**config.mk**
```make
export PLATFORM = sky130hd
export DESIGN_NAME = afc_ctrl
export DESIGN_NICKNAME = d
export VERILOG_FILES = /design/src/rtl/assert_macros.svh /design/src/rtl/afc_pkg.sv /design/src/rtl/afc_ctrl.sv
export SDC_FILE = /design/constraint.sdc
export NUM_CORES = 1
export LEC_CHECK = 0
export ABC_AREA = 1
export BUFFER_PORTS_ARGS = -buffer_cell sky130_fd_sc_hd__buf_2
export CAP_MARGIN = 10
export CORE_AREA = 2 2 39 41
export CTS_CLUSTER_SIZE = 25
export DETAILED_ROUTE_END_ITERATION = 10
export DIE_AREA = 0 0 41 43
export SYNTH_ARGS = -nofsm -noshare
export SYNTH_HDL_FRONTEND = slang
export SYNTH_SLANG_ARGS = --single-unit
```
**constraint.sdc**
```tcl
create_clock -name clk -period 1.39 [get_ports clk]
set_clock_uncertainty 0.1 [all_clocks]
set_input_delay 0.139 -clock clk [delete_from_list [all_inputs] [get_ports clk]]
set_output_delay 0.139 -clock clk [all_outputs]
set_load 0.005 [all_outputs]
```
**src/rtl/assert_macros.svh**
```systemverilog
// Assertion macros used by the compositor top level.
`ifndef ASSERT_MACROS_SVH
`define ASSERT_MACROS_SVH
// Implication checked every clock, disabled in reset.
`define ASSERT_IMPL(label, clk, rst_n, pre, post) \
	label: assert property (@(posedge clk) disable iff (!rst_n) (pre) |-> (post)) \
		else $error("assertion failed");
// Next-cycle implication, disabled in reset.
`define ASSERT_NEXT(label, clk, rst_n, pre, post) \
	label: assert property (@(posedge clk) disable iff (!rst_n) (pre) |=> (post)) \
		else $error("assertion failed");
`endif

```
**src/rtl/afc_pkg.sv**
```systemverilog
// Package: constants, command and status types for the frame compositor.
`timescale 1ns / 1ps
package afc_pkg;
	localparam int MAX_CANVAS_WIDTH  = 64;
	localparam int MAX_CANVAS_HEIGHT = 32;
	localparam int XW = $clog2(MAX_CANVAS_WIDTH);
	localparam int YW = $clog2(MAX_CANVAS_HEIGHT);
	localparam int AW = XW + YW;

	localparam logic [1:0] OP_HEADER = 2'd0;
	localparam logic [1:0] OP_PIXEL  = 2'd1;
	localparam logic [1:0] OP_END    = 2'd2;
	localparam logic [1:0] OP_READ   = 2'd3;

	localparam logic CFG_WIDTH  = 1'b0;
	localparam logic CFG_HEIGHT = 1'b1;

	typedef struct packed {
		logic       load;     // latch input item
		logic       header;   // apply header decision
		logic       pix_rd;   // read canvas for pixel
		logic       pix_wr;   // write blended pixel, advance raster
		logic       rd_rd;    // read canvas for read item
		logic       sweep_start_key;
		logic       sweep_start_disp;
		logic       sweep_step;
		logic       result;   // present result
	} afc_cmd_t;

	typedef struct packed {
		logic       sweep_done;
		logic [1:0] op;
	} afc_stat_t;
endpackage

```
**src/rtl/afc_ctrl.sv**
```systemverilog
// Controller state machine for the frame compositor.
`timescale 1ns / 1ps
module afc_ctrl import afc_pkg::*; (
	input  logic      clk,
	input  logic      arst_n,
	input  logic      start,
	output logic      busy,
	input  afc_stat_t stat,
	output afc_cmd_t  cmd
);
	localparam logic [2:0] S_IDLE  = 3'd0;
	localparam logic [2:0] S_DEC   = 3'd1;
	localparam logic [2:0] S_RD    = 3'd2;
	localparam logic [2:0] S_WR    = 3'd3;
	localparam logic [2:0] S_SWEEP = 3'd4;
	localparam logic [2:0] S_OUT   = 3'd5;

	logic [2:0] state_q, state_d;

	always_ff @(posedge clk or negedge arst_n) begin
		if (!arst_n) state_q <= S_IDLE;
		else state_q <= state_d;
	end

	always_comb begin
		cmd = '0;
		state_d = state_q;
		busy = (state_q != S_IDLE);
		case (state_q)
			S_IDLE: begin
				if (start) begin
					cmd.load = 1'b1;
					state_d = S_DEC;
				end
			end
			S_DEC: begin
				case (stat.op)
					OP_HEADER: begin
						cmd.header = 1'b1;
						cmd.sweep_start_key = 1'b1;
						state_d = S_SWEEP;
					end
					OP_PIXEL: begin
						cmd.pix_rd = 1'b1;
						state_d = S_WR;
					end
					OP_END: begin
						cmd.sweep_start_disp = 1'b1;
						state_d = S_SWEEP;
					end
					default: begin
						cmd.rd_rd = 1'b1;
						state_d = S_RD;
					end
				endcase
			end
			S_RD: state_d = S_OUT;
			S_WR: begin
				cmd.pix_wr = 1'b1;
				state_d = S_OUT;
			end
			S_SWEEP: begin
				cmd.sweep_step = 1'b1;
				if (stat.sweep_done) state_d = S_OUT;
			end
			S_OUT: begin
				cmd.result = 1'b1;
				state_d = S_IDLE;
			end
			default: state_d = S_IDLE;
		endcase
	end
endmodule

```
==> results.toml <==
[worst_setup_path]
slowest_stage = "dfrtp_2"
cp.required_ns = 1.15
worstReg2RegEnd = "state_q[0]"
r2r_setup_slack_ns = 0.26
critPathMaxStageDelay_ns = 0.44
cp_num_buf_inv = 2
crit_chain = "buf_4 -> nor3_2 -> buf_2"
crit_family = "flip-flops"
reg2reg_from = "state_q[1]"
critPathLaunchType = "flip-flop"
path_class = "flip-flop to output port"
r2r_cells = 5
critPathMaxFanout = 3
critPathCaptureType = "output port"
crit_arrival_ns = 1.13

[route]
first_iter_violations = 1
viasPerCell = 3.89
drc = 0
wl_met2_microns = 324
ant_nets = 0
wire_per_inst_microns = 8.39
vias = 272
wl_met3_microns = 52
drt-total-wl_microns = 587
drt_first_pass_iters = 2
wl_met1_microns = 210
routed.top_layer = "met3"

[global_routing]
grt_first_pass_wirelength_microns = 938
grt-ovfl-total = 0
antenna_found_initial = 0
first_global_vias = 247
grt_max_degree = 7
track_usage_pct = 8.46

[layout]
antennaDiodeCount = 0
design_area_sq_um = 392
nets = 61
fill_cells = 162
drive_gt1_share_pct = 63.0
final-seq-area_sq_um = 78.8
layout.cells.non_filler = 70
multi_input_area_sq_um = 144
synthToLayoutAreaGrowth_pct = 76.8
largest_register_ffs = 3
fin_util_pct = 28.3
reg_top3 = "state_q (3)"
top_register = "state_q"

[die]
die_h_microns = 43
die-area_sq_mm = 0.00176
die_w_microns = 41
ioPinCount = 16
rows = 14
coreArea_sq_mm = 0.00138
start_util_pct = 16.0

[status]
status = "completed"

[power]
internal-power_mw = 0.422
p_switching_mw = 0.335
leakage_nw = 0.216
switching_share_pct = 44.2
power_mw = 0.757
ir_drop_mv = 0.399
power.density_mw_per_mm2 = 1930
pwr-share-seq_pct = 26.6
clock_power_share_pct = 20.0
combPwrFrac_pct = 53.4

[sta]
setup_tns_ns = 0
period_share_pct = 98.5
tightest_slew_ns = 0.154
fin_hold_ws_ns = 0.108
setup_ws_ns = 0.0203
timing.final.crit_period_ns = 1.37
slew_headroom_pct = 89.7
rsz0062_at_grt = "yes"
clock.fmax_ghz = 0.730
setup_viol = 0
slew_viol_final = 0
hold_violations = 0

[worst_hold_path]
hold_end = "state_q[1]"
min_from = "stat[0]"
whs_path_depth = 3
min_path_type = "primary input to flip-flop"

[yosys]
synth_area_leaders = "dfrtp_1 (34%), nor2_1 (12%), inv_1 (8.5%), nand2_1 (8.5%), nor2_2 (8.5%)"
synth_top_area_share_pct = 33.9
synth_common_cells = "nor2_1 (7), inv_1 (5), nand2_1 (5)"
synthesis.area_sq_um = 221
ys_types = 13
synth-edff-count = 0
synth-seq-cells = 3
seq_area_frac_synth_pct = 33.9
ys.warnings.count = 0
ys_async_sr_fraction_pct = 100
syn-num-nets = 39
yosysTopAreaCell = "dfrtp_1"
syn_avg_cell_area_sq_um = 6.71
syn_inst = 33
synth_most_common_cell = "nor2_1"
synthFlopType = "dfrtp_1"

[clock_tree]
clkSlewWorstSetupHoldPaths_ns = 0.04
cts_made_buffers = 3
insertion_delay_ns = 0.23
cts-root-buf = "clkbuf_4"
cts_tree = "built"
clockBufferDepth = 2
cts.sinks = 3
htree_levels = 1

[place]
place_ws_ns = 0.224
place_hpwl_microns = 454
place_congestion = 0.617
dp_cells = 63
dpl_cell_area_sq_um = 309
port_buffers = 15

[job]
cap_viol_max_count = 0
logic make-up after synthesis:
family,count (synthesis),synth area share [%]
flip-flops,3,33.9
buffers and inverters,7,13.6
AO/OA/AOI/OAI,1,3.39
AND/OR/NAND/NOR,22,49.2
repair_timing:
item                                    CTS  global route
hold endpoints to repair                  3             0
pin swaps                                 2             1
endpoints found under the setup margin    3            10
gates resized for setup                   2             8
hold buffers                              1             0
setup buffers                             2             0
placed cells by master (no fill, tap or decap), drive strengths merged:
master / netlist / layout
dlygate4sd3: 0 / 1
clkbuf: 0 / 4
nand3b: 1 / 1
dfrtp: 3 / 3
nor2: 11 / 11
o211ai: 1 / 1
inv: 6 / 6
nor3: 2 / 2
buf: 1 / 17
nand2: 6 / 6
nand3: 2 / 2
tightest hold or removal path, delay by kind of cell:
| kind | cells | cell delay, ns |
|---|---|---|
| and+or+nand+nor | 1 | 0.10 |
| buffers and inverters | 2 | 0.15 |
routing by layer:
| metal | track usage (%) | up-vias |
|---|---|---|
| met5 | 0 | - |
| met4 | 6.00 | 0 |
| met3 | 4.71 | 0 |
| met2 | 12.2 | 9 |
| met1 | 8.77 | 121 |
| li1 | - | 142 |
worst max-delay path by stage:
| stage | slack [ns] | endpoint | startpoint | depth (start not counted) |
|---|---|---|---|---|
| 2_1_floorplan | 0.23 | cmd[7] | state_q[1] | 4 |
| 3_3_place_gp | 0.25 | cmd[4] | state_q[1] | 4 |
| 3_5_place_dp | 0.22 | cmd[4] | state_q[1] | 4 |
| 4_1_cts | -0.003 | cmd[4] | state_q[2] | 4 |
| 5_1_grt | -0.05 | cmd[3] | state_q[2] | 4 |
| 6_report | 0.02 | cmd[0] | state_q[1] | 3 |
power groups by stage:
| stage | Sequential (mW) | Combinational, mW | Clock, mW |
|---|---|---|---|
| 6_report | 0.201 | 0.405 | 0.152 |
| 3_5_place_dp | 0.173 | 0.343 | 0 |
| 4_1_cts | 0.173 | 0.382 | 0.163 |
| 2_1_floorplan | 0.163 | 0.239 | 0 |
| 3_3_place_gp | 0.170 | 0.343 | 0 |
| 5_1_grt | 0.209 | 0.463 | 0.170 |
final cells by class:
class,instances,share of cell area [%]
clock buffers,4,6.71
flip-flops and latches,3,20.1
repair buffers,18,25.6
inverters,6,5.75
well taps,16,5.11
multi-input cells,23,36.7
(Power assumes the default switching activity.)
